`src/rtl/cle_pkg.sv`:
```
// ----------------------------------------------------------------------------
// cle_pkg
// Shared types, codes and key tables for the cursor line editor.
// ----------------------------------------------------------------------------
package cle_pkg;

  localparam int unsigned CHAR_W = 16;

  // Input operation codes (tuser on the input side)
  typedef enum logic [1:0] {
    OP_KEY     = 2'd0,
    OP_OPEN    = 2'd1,
    OP_PRELOAD = 2'd2,
    OP_UNUSED  = 2'd3
  } op_e;

  // Result action codes (tuser on the output side)
  typedef enum logic [2:0] {
    ACT_EDIT    = 3'd0,
    ACT_IGNORED = 3'd1,
    ACT_CANCEL  = 3'd2,
    ACT_CHAR    = 3'd3,
    ACT_EMPTY   = 3'd4
  } act_e;

  // Key codes
  localparam logic [15:0] KEY_CANCEL   = 16'h00F0;
  localparam logic [15:0] KEY_COMMIT   = 16'h00F1;
  localparam logic [15:0] KEY_ENTER    = 16'h000D;
  localparam logic [15:0] KEY_ENTER2   = 16'h0D0D;
  localparam logic [15:0] KEY_BKSP     = 16'h00F2;
  localparam logic [15:0] KEY_DEL      = 16'h00F3;
  localparam logic [15:0] KEY_CAPS     = 16'h00F4;
  localparam logic [15:0] KEY_LEFT     = 16'h00F7;
  localparam logic [15:0] KEY_RIGHT    = 16'h00F8;
  localparam logic [15:0] KEY_CAND_LO  = 16'hF101;
  localparam logic [15:0] KEY_CAND_HI  = 16'hF105;
  localparam logic [15:0] KEY_ACC_LO   = 16'hF200;
  localparam logic [15:0] KEY_ACC_HI   = 16'hF211;
  localparam logic [15:0] CHAR_MIN     = 16'h0020;

  localparam int unsigned ACC_N = 17;

  localparam logic [15:0] ACCENT_LOWER [ACC_N] = '{
    16'h00E1, 16'h00E4, 16'h010D, 16'h010F, 16'h00E9, 16'h00ED,
    16'h013A, 16'h013E, 16'h0148, 16'h00F3, 16'h00F4, 16'h0155,
    16'h0161, 16'h0165, 16'h00FA, 16'h00FD, 16'h017E
  };
  localparam logic [15:0] ACCENT_UPPER [ACC_N] = '{
    16'h00C1, 16'h00C4, 16'h010C, 16'h010E, 16'h00C9, 16'h00CD,
    16'h0139, 16'h013D, 16'h0147, 16'h00D3, 16'h00D4, 16'h0154,
    16'h0160, 16'h0164, 16'h00DA, 16'h00DD, 16'h017D
  };

  // Key classes after decode
  typedef enum logic [3:0] {
    K_CANCEL,
    K_COMMIT,
    K_BKSP,
    K_DEL,
    K_CAPS,
    K_LEFT,
    K_RIGHT,
    K_IGNORE,
    K_INSERT
  } key_kind_e;

  typedef struct packed {
    key_kind_e          kind;
    logic [CHAR_W-1:0]  ch;
  } key_dec_t;

endpackage

```
`src/rtl/cle_store.sv`:
```
// ----------------------------------------------------------------------------
// cle_store
// Text buffer memory: one write port, one read port with registered data.
// ----------------------------------------------------------------------------
module cle_store #(
  parameter int unsigned DEPTH = 63,
  parameter int unsigned AW    = 6
) (
  input  logic                        clk_i,
  input  logic                        we_i,
  input  logic [AW-1:0]               waddr_i,
  input  logic [cle_pkg::CHAR_W-1:0]  wdata_i,
  input  logic                        re_i,
  input  logic [AW-1:0]               raddr_i,
  output logic [cle_pkg::CHAR_W-1:0]  rdata_o
);

  logic [cle_pkg::CHAR_W-1:0] mem_q [DEPTH];

  // Write one word
  always_ff @(posedge clk_i) begin
    if (we_i) begin
      mem_q[waddr_i] <= wdata_i;
    end
  end

  // Read one word, hold data while not reading
  always_ff @(posedge clk_i) begin
    if (re_i) begin
      rdata_o <= mem_q[raddr_i];
    end
  end

endmodule

```
`src/rtl/cle_decode.sv`:
```
// ----------------------------------------------------------------------------
// cle_decode
// Key event classifier: maps a key code and the caps flag to a key class and
// the character to insert.
// ----------------------------------------------------------------------------
module cle_decode (
  input  logic [15:0]       key_i,
  input  logic              caps_i,
  output cle_pkg::key_dec_t dec_o
);

  logic [15:0] plain_ch;
  logic [4:0]  acc_idx;

  assign acc_idx = key_i[4:0];

  // Pick a byte of packed pairs, or use low keys whole
  always_comb begin
    if (key_i[15:8] != 8'h00) begin
      plain_ch = caps_i ? {8'h00, key_i[15:8]} : {8'h00, key_i[7:0]};
    end else begin
      plain_ch = key_i;
    end
  end

  // Classify in priority order
  always_comb begin
    dec_o.kind = cle_pkg::K_IGNORE;
    dec_o.ch   = '0;
    priority if (key_i == cle_pkg::KEY_CANCEL) begin
      dec_o.kind = cle_pkg::K_CANCEL;
    end else if (key_i == cle_pkg::KEY_COMMIT || key_i == cle_pkg::KEY_ENTER ||
                 key_i == cle_pkg::KEY_ENTER2) begin
      dec_o.kind = cle_pkg::K_COMMIT;
    end else if (key_i == cle_pkg::KEY_BKSP) begin
      dec_o.kind = cle_pkg::K_BKSP;
    end else if (key_i == cle_pkg::KEY_DEL) begin
      dec_o.kind = cle_pkg::K_DEL;
    end else if (key_i == cle_pkg::KEY_CAPS) begin
      dec_o.kind = cle_pkg::K_CAPS;
    end else if (key_i == cle_pkg::KEY_LEFT) begin
      dec_o.kind = cle_pkg::K_LEFT;
    end else if (key_i == cle_pkg::KEY_RIGHT) begin
      dec_o.kind = cle_pkg::K_RIGHT;
    end else if (key_i >= cle_pkg::KEY_CAND_LO && key_i < cle_pkg::KEY_CAND_HI) begin
      dec_o.kind = cle_pkg::K_IGNORE;
    end else if (key_i >= cle_pkg::KEY_ACC_LO && key_i < cle_pkg::KEY_ACC_HI) begin
      dec_o.kind = cle_pkg::K_INSERT;
      dec_o.ch   = caps_i ? cle_pkg::ACCENT_UPPER[acc_idx] : cle_pkg::ACCENT_LOWER[acc_idx];
    end else if (plain_ch < cle_pkg::CHAR_MIN) begin
      dec_o.kind = cle_pkg::K_IGNORE;
    end else begin
      dec_o.kind = cle_pkg::K_INSERT;
      dec_o.ch   = plain_ch;
    end
  end

endmodule

```
`src/rtl/cursor_line_editor.sv`:
```
// ----------------------------------------------------------------------------
// cursor_line_editor
// Single-line UTF-16 text editor with cursor, caps, full and session flags.
// ----------------------------------------------------------------------------
//  channel   dir  tdata (low bit up)                         tuser      tlast
//  s_axis    in   key_code[15:0], preload_char[31:16]        operation  -
//  m_axis    out  text_char, cursor_pos, text_length, caps,  action     last
//                 full, session_active, zero pad
//
//  A plain item passes from accept to ST_RESP, which loads the result. An
//  insert adds the ST_INSW write, after ST_SHUP moves the text above the
//  cursor up when needed; a delete that closes a gap runs ST_SHDN first.
//  A commit reads each character through ST_RD and ST_CAP. The single
//  memory, with one write and one read port, paces shift and readout.
//  Reset clears length, cursor and flags; buffer contents stay undefined.
//  The result register frees the input side: a new word is taken while the
//  previous result waits; a stalled output only holds the sequencer.
// ----------------------------------------------------------------------------
module cursor_line_editor #(
  parameter int unsigned MAX_CHARS = 63
) (
  input  logic        clk_i,
  input  logic        rst_ni,
  input  logic        s_axis_tvalid,
  output logic        s_axis_tready,
  input  logic [31:0] s_axis_tdata,   // key_code[15:0], preload_char[31:16]
  input  logic [1:0]  s_axis_tuser,   // operation[1:0]
  output logic        m_axis_tvalid,
  input  logic        m_axis_tready,
  output logic [31:0] m_axis_tdata,   // text_char[15:0], cursor_pos[21:16],
                                      // text_length[27:22], caps_on[28],
                                      // full_flag[29], session_active[30], 0[31]
  output logic [2:0]  m_axis_tuser,   // action[2:0]
  output logic        m_axis_tlast    // last
);

  localparam int unsigned LW = $clog2(MAX_CHARS + 1);
  localparam int unsigned AW = $clog2(MAX_CHARS);
  localparam int unsigned CW = cle_pkg::CHAR_W;

  typedef enum logic [2:0] {
    ST_IDLE,
    ST_SHUP,
    ST_INSW,
    ST_SHDN,
    ST_RD,
    ST_CAP,
    ST_RESP
  } state_e;

  state_e           state_q, state_d;
  logic [LW-1:0]    len_q, len_d;
  logic [LW-1:0]    cur_q, cur_d;
  logic [LW-1:0]    ptr_q, ptr_d;
  logic             caps_q, caps_d;
  logic             full_q, full_d;
  logic             act_q, act_d;
  logic             rdv_q, rdv_d;
  cle_pkg::act_e    res_q, res_d;
  logic [CW-1:0]    chr_q, chr_d;

  logic             m_valid_q;
  logic [31:0]      m_data_q;
  logic [2:0]       m_user_q;
  logic             m_last_q;

  logic             we, re;
  logic [AW-1:0]    waddr, raddr;
  logic [CW-1:0]    wdata, rdata;

  logic             load;
  cle_pkg::act_e    ld_act;
  logic [CW-1:0]    ld_char;
  logic             ld_last;
  logic             slot_free;
  logic             accept;

  cle_pkg::key_dec_t dec;
  cle_pkg::op_e      op;
  logic [CW-1:0]     key_code, pre_char;

  logic [LW-1:0]    ptr_m1, ptr_m2, ptr_p1, ptr_p2, len_m1, cur_m1;
  logic [LW:0]      ptr_x, cur_p1_x;

  assign op       = cle_pkg::op_e'(s_axis_tuser);
  assign key_code = s_axis_tdata[15:0];
  assign pre_char = s_axis_tdata[31:16];

  assign s_axis_tready = (state_q == ST_IDLE);
  assign accept        = s_axis_tvalid && s_axis_tready;
  assign slot_free     = !m_valid_q || m_axis_tready;

  assign ptr_m1   = ptr_q - LW'(1);
  assign ptr_m2   = ptr_q - LW'(2);
  assign ptr_p1   = ptr_q + LW'(1);
  assign ptr_p2   = ptr_q + LW'(2);
  assign len_m1   = len_q - LW'(1);
  assign cur_m1   = cur_q - LW'(1);
  assign ptr_x    = {1'b0, ptr_q};
  assign cur_p1_x = {1'b0, cur_q} + (LW+1)'(1);

  cle_decode u_decode (
    .key_i  (key_code),
    .caps_i (caps_q),
    .dec_o  (dec)
  );

  cle_store #(
    .DEPTH (MAX_CHARS),
    .AW    (AW)
  ) u_store (
    .clk_i   (clk_i),
    .we_i    (we),
    .waddr_i (waddr),
    .wdata_i (wdata),
    .re_i    (re),
    .raddr_i (raddr),
    .rdata_o (rdata)
  );

  // Sequencer: decode the word, then shift, write or read out the buffer
  always_comb begin
    state_d = state_q;
    len_d   = len_q;
    cur_d   = cur_q;
    ptr_d   = ptr_q;
    caps_d  = caps_q;
    full_d  = full_q;
    act_d   = act_q;
    rdv_d   = rdv_q;
    res_d   = res_q;
    chr_d   = chr_q;
    we      = 1'b0;
    waddr   = '0;
    wdata   = '0;
    re      = 1'b0;
    raddr   = '0;
    load    = 1'b0;
    ld_act  = res_q;
    ld_char = '0;
    ld_last = 1'b1;

    unique case (state_q)
      ST_IDLE: begin
        if (accept) begin
          state_d = ST_RESP;
          res_d   = cle_pkg::ACT_EDIT;
          rdv_d   = 1'b0;
          unique case (op)
            cle_pkg::OP_KEY: begin
              if (!act_q) begin
                res_d = cle_pkg::ACT_IGNORED;
              end else begin
                unique case (dec.kind)
                  cle_pkg::K_CANCEL: begin
                    act_d = 1'b0;
                    res_d = cle_pkg::ACT_CANCEL;
                  end
                  cle_pkg::K_COMMIT: begin
                    act_d = 1'b0;
                    if (len_q == '0) begin
                      res_d = cle_pkg::ACT_EMPTY;
                    end else begin
                      ptr_d   = '0;
                      state_d = ST_RD;
                    end
                  end
                  cle_pkg::K_BKSP: begin
                    if (cur_q != '0) begin
                      cur_d  = cur_m1;
                      len_d  = len_m1;
                      full_d = 1'b0;
                      if (cur_q < len_q) begin
                        ptr_d   = cur_m1;
                        state_d = ST_SHDN;
                      end
                    end
                  end
                  cle_pkg::K_DEL: begin
                    if (cur_q < len_q) begin
                      len_d  = len_m1;
                      full_d = 1'b0;
                      if (cur_q < len_m1) begin
                        ptr_d   = cur_q;
                        state_d = ST_SHDN;
                      end
                    end
                  end
                  cle_pkg::K_CAPS: begin
                    caps_d = !caps_q;
                    full_d = 1'b0;
                  end
                  cle_pkg::K_LEFT: begin
                    if (cur_q != '0) begin
                      cur_d = cur_m1;
                    end
                    full_d = 1'b0;
                  end
                  cle_pkg::K_RIGHT: begin
                    if (cur_q < len_q) begin
                      cur_d = cur_q + LW'(1);
                    end
                    full_d = 1'b0;
                  end
                  cle_pkg::K_INSERT: begin
                    chr_d = dec.ch;
                    if (len_q == LW'(MAX_CHARS)) begin
                      full_d = 1'b1;
                    end else if (len_q > cur_q) begin
                      ptr_d   = len_q;
                      state_d = ST_SHUP;
                    end else begin
                      state_d = ST_INSW;
                    end
                  end
                  default: begin
                    res_d = cle_pkg::ACT_IGNORED;
                  end
                endcase
              end
            end
            cle_pkg::OP_OPEN: begin
              if (act_q) begin
                res_d = cle_pkg::ACT_IGNORED;
              end else begin
                len_d  = '0;
                cur_d  = '0;
                caps_d = 1'b0;
                full_d = 1'b0;
                act_d  = 1'b1;
              end
            end
            cle_pkg::OP_PRELOAD: begin
              if (act_q && pre_char != '0 && len_q != LW'(MAX_CHARS)) begin
                we    = 1'b1;
                waddr = len_q[AW-1:0];
                wdata = pre_char;
                len_d = len_q + LW'(1);
                cur_d = len_q + LW'(1);
              end else begin
                res_d = cle_pkg::ACT_IGNORED;
              end
            end
            default: begin
              res_d = cle_pkg::ACT_IGNORED;
            end
          endcase
        end
      end

      // Move characters up one place, from the end down to the cursor
      ST_SHUP: begin
        if (!rdv_q) begin
          re    = 1'b1;
          raddr = ptr_m1[AW-1:0];
          rdv_d = 1'b1;
        end else begin
          we    = 1'b1;
          waddr = ptr_q[AW-1:0];
          wdata = rdata;
          ptr_d = ptr_m1;
          if (ptr_x > cur_p1_x) begin
            re    = 1'b1;
            raddr = ptr_m2[AW-1:0];
          end else begin
            state_d = ST_INSW;
          end
        end
      end

      // Drop the new character in at the cursor
      ST_INSW: begin
        we      = 1'b1;
        waddr   = cur_q[AW-1:0];
        wdata   = chr_q;
        len_d   = len_q + LW'(1);
        cur_d   = cur_q + LW'(1);
        full_d  = 1'b0;
        state_d = ST_RESP;
      end

      // Move characters down one place, closing the gap (length already new)
      ST_SHDN: begin
        if (!rdv_q) begin
          re    = 1'b1;
          raddr = ptr_p1[AW-1:0];
          rdv_d = 1'b1;
        end else begin
          we    = 1'b1;
          waddr = ptr_q[AW-1:0];
          wdata = rdata;
          ptr_d = ptr_p1;
          if (ptr_p1 < len_q) begin
            re    = 1'b1;
            raddr = ptr_p2[AW-1:0];
          end else begin
            state_d = ST_RESP;
          end
        end
      end

      // Commit readout: fetch one character
      ST_RD: begin
        re      = 1'b1;
        raddr   = ptr_q[AW-1:0];
        state_d = ST_CAP;
      end

      // Commit readout: hand the character to the output register
      ST_CAP: begin
        if (slot_free) begin
          load    = 1'b1;
          ld_act  = cle_pkg::ACT_CHAR;
          ld_char = rdata;
          ld_last = (ptr_p1 == len_q);
          if (ptr_p1 == len_q) begin
            state_d = ST_IDLE;
          end else begin
            ptr_d   = ptr_p1;
            state_d = ST_RD;
          end
        end
      end

      ST_RESP: begin
        if (slot_free) begin
          load    = 1'b1;
          state_d = ST_IDLE;
        end
      end

      default: begin
        state_d = ST_IDLE;
      end
    endcase
  end

  // Hold sequencer state, pending character and the result word
  always_ff @(posedge clk_i or negedge rst_ni) begin
    if (!rst_ni) begin
      state_q   <= ST_IDLE;
      len_q     <= '0;
      cur_q     <= '0;
      ptr_q     <= '0;
      caps_q    <= 1'b0;
      full_q    <= 1'b0;
      act_q     <= 1'b0;
      rdv_q     <= 1'b0;
      res_q     <= cle_pkg::ACT_EDIT;
      chr_q     <= '0;
      m_valid_q <= 1'b0;
      m_data_q  <= '0;
      m_user_q  <= '0;
      m_last_q  <= 1'b0;
    end else begin
      state_q <= state_d;
      len_q   <= len_d;
      cur_q   <= cur_d;
      ptr_q   <= ptr_d;
      caps_q  <= caps_d;
      full_q  <= full_d;
      act_q   <= act_d;
      rdv_q   <= rdv_d;
      res_q   <= res_d;
      chr_q   <= chr_d;
      if (load) begin
        m_valid_q <= 1'b1;
      end else if (m_axis_tready) begin
        m_valid_q <= 1'b0;
      end
      if (load) begin
        m_data_q <= {1'b0, act_q, full_q, caps_q, 6'(len_q), 6'(cur_q), ld_char};
        m_user_q <= ld_act;
        m_last_q <= ld_last;
      end
    end
  end

  assign m_axis_tvalid = m_valid_q;
  assign m_axis_tdata  = m_data_q;
  assign m_axis_tuser  = m_user_q;
  assign m_axis_tlast  = m_last_q;

  // Cursor stays within the text
  a_cur_in_text: assert property (@(posedge clk_i) disable iff (!rst_ni)
    cur_q <= len_q) else $error("cursor beyond text length");

  // Text never exceeds the buffer
  a_len_bound: assert property (@(posedge clk_i) disable iff (!rst_ni)
    len_q <= LW'(MAX_CHARS)) else $error("text length beyond buffer");

  // Only commit readout gives results that are not the last of their word
  a_multi_is_char: assert property (@(posedge clk_i) disable iff (!rst_ni)
    m_axis_tvalid && !m_axis_tlast |-> m_axis_tuser == cle_pkg::ACT_CHAR)
    else $error("non-final result outside commit");

  // Buffer shifting only runs inside an open session
  a_shift_active: assert property (@(posedge clk_i) disable iff (!rst_ni)
    state_q == ST_SHUP || state_q == ST_SHDN || state_q == ST_INSW |-> act_q)
    else $error("buffer edit without a session");

endmodule
```
`config.mk`:
```
export PLATFORM = sky130hd
export DESIGN_NAME = cursor_line_editor
export DESIGN_NICKNAME = d
export VERILOG_FILES = /design/src/rtl/cle_pkg.sv /design/src/rtl/cle_store.sv /design/src/rtl/cle_decode.sv /design/src/rtl/cursor_line_editor.sv
export SDC_FILE = /design/constraint.sdc
export NUM_CORES = 2
export LEC_CHECK = 0
export ABC_AREA = 1
export BUFFER_PORTS_ARGS = -buffer_cell sky130_fd_sc_hd__buf_2
export CORE_UTILIZATION = 60
export DETAILED_ROUTE_END_ITERATION = 16
export PLACE_DENSITY_LB_ADDON = 0.2
export SYNTH_ARGS = -nofsm -noshare
export SYNTH_HDL_FRONTEND = slang
export SYNTH_SLANG_ARGS = --single-unit
```
`constraint.sdc`:
```
create_clock -name clk_i -period 4.7 [get_ports clk_i]
set_clock_uncertainty 0.05 [all_clocks]
set_input_delay 0.94 -clock clk_i [delete_from_list [all_inputs] [get_ports clk_i]]
set_output_delay 0.94 -clock clk_i [all_outputs]
set_load 0.1 [all_outputs]
```
# After elaboration in Yosys (flattened, before gate mapping)
# Memories as Yosys holds them, arrays and structs flattened. A register that Yosys moved wholly into a read port is not among the register bits.
# Index checks and enable logic that the tools add are counted.
totals:
  reg_bits: 80
  latchBits: 0
  ram_bits: 1008
  rom_bits: 1024
  inputBits: 38
  output_inout_bits: 38
  wordCells: 274
  memories: 3
classes:
  add_sub_neg: 9
  multipliers: 0
  div: 0
  n_lt_le_gt_ge: 11
  eq_ne: 61
  shifts: 0
  n_mux: 137
  bitwise: 1
  n_reduce_logical: 38
mem_list:
  columns: ["name", "depth", "width", "read_ports", "rd_ports_with_merged_regs", "write_ports", "line_no", "text"]
  rows:
  - ["u_store.mem_q", 63, 16, 1, 1, 1, "cle_store.sv:18", "logic [cle_pkg::CHAR_W-1:0] mem_q [DEPTH];"]
  - ["(no name shown)", 32, 16, 1, 0, 0, "cle_decode.sv:49", "dec_o.ch = caps_i ? cle_pkg::ACCENT_UPPER[acc_idx] : cle_pkg::ACCENT_LOWER[acc_idx];"]
  - ["(no name shown)", 32, 16, 1, 0, 0, "cle_decode.sv:49", null]
ops:
  columns: ["operator", "count"]
  rows:
  - ["$mux 16", 21]
  - ["$mux 6", 32]
  - ["$eq 16x8->1 const B", 7]
  - ["$pmux 6 s3", 4]
  - ["$mux 3", 19]
  - ["$pmux 16 s3", 1]
  - ["$pmux 6 s2", 4]
  - ["$pmux 6 s4", 2]
  - ["$mux 4", 9]
  - ["$ge 16x16->1 const B", 2]
  - ["$lt 16x16->1 const B", 2]
  - ["$ne 3x3->1 const B", 10]
  - ["$mux 1", 29]
  - ["$reduce_and 9->1", 3]
  - ["$pmux 3 s7", 1]
  - ["$mux 20", 1]
  - ["$ne 4x4->1 const B", 5]
  - ["$add 6x1->6 const B", 3]
  - ["$lt 6x6->1", 3]
  - ["$ne 2x2->1 const B", 9]
  - ["$pmux 3 s3", 2]
  - ["$sub 6x1->6 const B", 3]
  - ["$eq 16x12->1 const B", 1]
  - ["$eq 16x4->1 const B", 1]
  - ["54 further kinds", 83]

# Logic depth before layout (Yosys ltp)
logic_depth:
  word_depth: 21
  ltp_mapped: 26
  ltp_nobuf: 24

# Hierarchy
# From an unflattened synthesis, not the netlist that was laid out.
hier_totals:
  cells_unflattened: 4500
  hier_area_um2: 48581.6
by_module_without_submodules:
  columns: ["mod", "instances", "cells_each", "area_per_inst_um2", "seq_area_each_um2"]
  rows:
  - ["cle_store", 1, 3472, 41362.2, 30749.5]
  - ["cursor_line_editor", 1, 831, 6093.3, 2001.9]
  - ["cle_decode", 1, 197, 1126.1, 0.0]

# Worst setup path before layout
# Ideal clock, no wire load.
synth_path:
  path_type: "reg2reg"
  from: "register state_q[0]"
  to: "memory u_store.mem_q[0][6] (netlist bit), data pin"
  setup_time_ns: 0.562
  arrival_ns: 3.101
  t_required_ns: 4.088
  setup_slack_ns: 0.987
  path_stages_with_launch: 10
  n_path_buf: 3
  period_less_slack_ns: 3.713
  cell_sequence: "dfrtp_1 buf_4 inv_2 nor2_1 inv_1 nor2_1 inv_1 clkbuf_1 clkbuf_1 o221ai_1"
synth_between:
  elab_chain_cells: 4
synth_lines:
  columns: ["element", "line_no", "text"]
  rows:
  - ["start: declaration", "cursor_line_editor.sv:51", "state_e state_q, state_d;"]
  - ["start signal: assignment", "cursor_line_editor.sv:356", "state_q <= state_d;"]
  - ["$logic_not 3->1", "cursor_line_editor.sv:89, cursor_line_editor.sv:143", null]
  - ["$logic_and 1x1->1", "cursor_line_editor.sv:90", "assign accept = s_axis_tvalid && s_axis_tready;"]
  - ["$mux 16", "cursor_line_editor.sv:145", "if (accept) begin"]
  - ["$pmux 16 s3 (*)", "cursor_line_editor.sv:143", "unique case (state_q)"]
  - ["net u_store.wdata_i, one bit", "cle_store.sv:12", "input logic [cle_pkg::CHAR_W-1:0] wdata_i,"]
  - ["end: declaration", "cle_store.sv:18", null]
# The timed path passes the listed nets; every way through them passes the cells marked *.

# Worst setup path after layout
layout_path:
  from: "register ptr_q[1]"
  to: "register u_store.rdata_o[8] (netlist bit) (read register of u_store.mem_q), data pin"
layout_between:
  elab_chain_cells: 5
layout_lines:
  columns: ["element", "line_no", "text"]
  rows:
  - ["start: declaration", "cursor_line_editor.sv:54", "logic [LW-1:0] ptr_q, ptr_d;"]
  - ["start signal: assignment", "cursor_line_editor.sv:359", "ptr_q <= ptr_d;"]
  - ["$add 6x1->6", "cursor_line_editor.sv:95", "assign ptr_p1 = ptr_q + LW'(1);"]
  - ["$lt 6x6->1", "cursor_line_editor.sv:293", "if (ptr_p1 < len_q) begin"]
  - ["$mux 6 / $mux 1 (equally long branches)", "cursor_line_editor.sv:293", null]
  - ["$mux 6 / $mux 1 (equally long branches)", "cursor_line_editor.sv:284", "if (!rdv_q) begin"]
  - ["$pmux 6 s3 / $pmux 1 s3 (equally long branches)", "cursor_line_editor.sv:143", null]
  - ["end: declaration", "cle_store.sv:15", "output logic [cle_pkg::CHAR_W-1:0] rdata_o"]
# Parallel ways exist; a longest one is shown, timed or not.
# A chain may end at the register's enable or synchronous reset.

==> results.cfg <==
[run_status]
outcome = finished, final reports clean

[yosys]
yosys_most_used_dff = edfxtp_1
netlist_area_um2 = 49400
yosys.area.top_type = edfxtp_1
synthTopCellsByCount = nand3_1, edfxtp_1, nand2_1, nor2_1, inv_1
avgSynthCellArea_um2 = 11.0
synth_area_leaders = edfxtp_1, nand3_1, nand2_1
synth_top_area_frac = 0.623
synth_cells = 4477
yosys_warnings = 0
ys_ff_latch = 1104
syn_nets = 4557
synth_most_common_cell = nand3_1
seq_area_frac_synth = 0.664
synth.distinct_cells = 61
synth_edf_count = 1024
async_flop_share = 0.0725

[floorplanning]
ios = 76
die_y_um = 289
die_width_um = 289
die_area_um2 = 83400
core_um2 = 80900
num_rows = 104
start_util = 0.610

[cts]
ctsHtreeMaxLevel = 3
cts.path.max_buffers = 3
clock_latency_ns = 0.70
cts_tree = yes
tritoncts.num_buffers = 109
clk_pin_slew_ns = 0.07
cts_hold_buf = 0
root_buffer = clkbuf_16
clock_sinks = 1104

[timing]
min_period_over_period = 0.946
drv_slew = 0
fin_tns_setup_ns = 0
slew_headroom = 0.136
fin_crit_ns = 4.45
worst_pin_slew_ns = 1.30
worst_slack_ns = 0.253
fmax_mhz = 225
setup_violations = 0
finalHoldViolCount = 0

[hold_path]
hold_path_class = input pin to async pin

[placed_design]
io_buffers = 74
place.gp.congestion = 0.967
post-place-ws_ns = 0.0411
dp_cells = 5509
place_area_um2 = 51500
hpwl_mm = 86.0

[detailed_routing]
via_count = 36683
wl_met2_mm = 65.5
viasPerCell = 6.42
routedWlPerCell_um = 25.1
drt-initial-drc-count = 5271
wl_met3_mm = 16.3
maxUsedRoutingLayer = met5
m1WireLength_mm = 55.1
wl_mm = 143
drc = 0
dr.pass1.iters = 6
ant_nets = 0

[layout]
layout-area-overhead-vs-synth_pct = 11.9
utilization = 0.682
final_area_um2 = 55200
fillers = 5829
stdcell_count = 5718
final_nets = 4644
antenna_cells = 0
drive_gt1_frac = 0.116

[critical_path]
end_kind = register
path_max_fanout = 29
critPathLaunchType = register
cp_data_required_time_ns = 5.09
critPathKind = register to register
cp.arrival_ns = 4.83

[global_routing]
grt_start_max_net_pins = 103
grt_overflow = 0
grt_pass1_vias = 34576
grt_pass1_wl_mm = 213
gr-usage-all-layers = 0.342
antenna_found_initial = 1

[power_and_ir_drop]
leakage_nw = 20.6
powerDensity_nw_per_um2 = 664
ir_worst_vdd_v = 0.000529

[job]
cap_violations = 0
==> per-stage QoR <==
| stage | power, mW | hold slack (ns) |
|---|---|---|
| after floorplan | 22.6 | 0.393 |
| after global placement | 27.5 | 0.401 |
| after detailed placement | 27.7 | 0.405 |
| after CTS | 36.4 | 0.324 |
| after global routing | 38.2 | 0.369 |
| final | 36.7 | 0.314 |
==> worst max-delay path: stages (launching register included) <==
cell and delay, ns:
dfrtp_1 0.38, ha_1 0.22, nand2_1 0.11, nor2_1 0.05, nand2_1 0.06, xor2_1 0.18, inv_1 0.10, ha_1 0.29
nand2_1 0.07, nor2_1 0.13, o21ai_0 0.10, nand3_1 0.14, o21ai_0 0.10, nand3_1 0.09, o21ai_1 0.10, nor2_4 0.26
buf_12 0.25, buf_12 0.21, buf_4 0.17, nand3_1 0.09, nand3_1 0.09, nand3_1 0.20, nand3_1 0.29, nand2_1 0.21
nand2_1 0.16, nand2_1 0.06
==> report_power, final <==
| group | switching [mW] | internal [mW] |
|---|---|---|
| Combinational | 10.8 | 3.96 |
| Sequential | 0.421 | 12.8 |
| Clock | 3.74 | 5.00 |
==> worst paths after layout <==
kind,from,end,slack (ns),depth (start not counted)
worst min register to register,m_axis_tdata[29],m_axis_tdata[29],0.42,2
worst min-delay path,rst_ni,cur_q[3],0.31,1
max in group asynchronous,rst_ni,rdv_q,3.46,2
min in group clk_i,m_axis_tdata[29],m_axis_tdata[29],0.42,2
worst max register to register,ptr_q[1],u_store.rdata_o[8],0.25,25
worst max-delay path,ptr_q[1],u_store.rdata_o[8],0.25,25
==> area by class of cell <==
class	instances	area (um2)	area share
well taps	1060	1330	0.0240
repair buffers	274	2400	0.0435
multi-input cells	2906	14500	0.262
flip-flops and latches	1104	32800	0.593
inverters	169	656	0.0119
clock buffers	133	2860	0.0518
clock inverters	72	738	0.0134
==> cells in the final DEF (no fill, tap or decap), types with 7 or more instances in the layout <==
cell	synthesis	layout
nand4_1	25	25
nand3_1	1485	1485
o211ai_1	12	12
nor3_1	16	16
bufinv_16	0	12
o22ai_1	12	12
buf_2	117	73
a31oi_1	9	9
nand2_2	15	14
a21oi_1	25	25
nor2_2	11	11
buf_4	28	161
clkinv_2	0	21
nor2_1	194	193
a22oi_1	7	7
dfrtp_1	80	77
buf_12	1	33
nor2_4	10	11
o21ai_0	98	98
ha_1	42	41
inv_2	24	22
edfxtp_1	1024	1024
nor4_1	9	9
inv_1	143	143
clkbuf_1	78	22
clkbuf_16	0	114
xor2_1	19	19
clkinv_1	1	28
o221ai_4	0	12
nand2_1	842	841
==> registers in the layout (all words and copies together), names as in the netlist, 6 cells and up <==
| register | flops |
|---|---|
| u_store.mem_q | 1008 |
| m_axis_tdata | 31 |
| chr_q | 16 |
| u_store.rdata_o | 16 |
| cur_q | 6 |
| len_q | 6 |
| ptr_q | 6 |
==> repair_timing <==
action / CTS / global route
gates resized for setup: 0 / 11
buffers inserted: 0 / 2
endpoints found under the setup margin: 0 / 8
==> cells by family (layout without fill, tap and decap cells) <==
kind of cell | Yosys count | in the layout | share of synthesized area
AO/OA/AOI/OAI | 208 | 208 | 0.0260
adder cells (fa/ha/maj) | 42 | 42 | 0.0106
XOR/XNOR | 24 | 24 | 0.00426
AND/OR/NAND/NOR | 2631 | 2631 | 0.247
other | 1 | 1 | 0.0000760
buffers and inverters | 467 | 648 | 0.0483
flip-flops | 1104 | 1104 | 0.664
==> layer usage <==
metal	track usage	vias to the layer above
met5	0	-
met1	0.483	17620
met3	0.0564	354
met4	0.151	2
met2	0.527	2422
li1	-	16285
No activity file was read; power rests on OpenSTA's default activity.
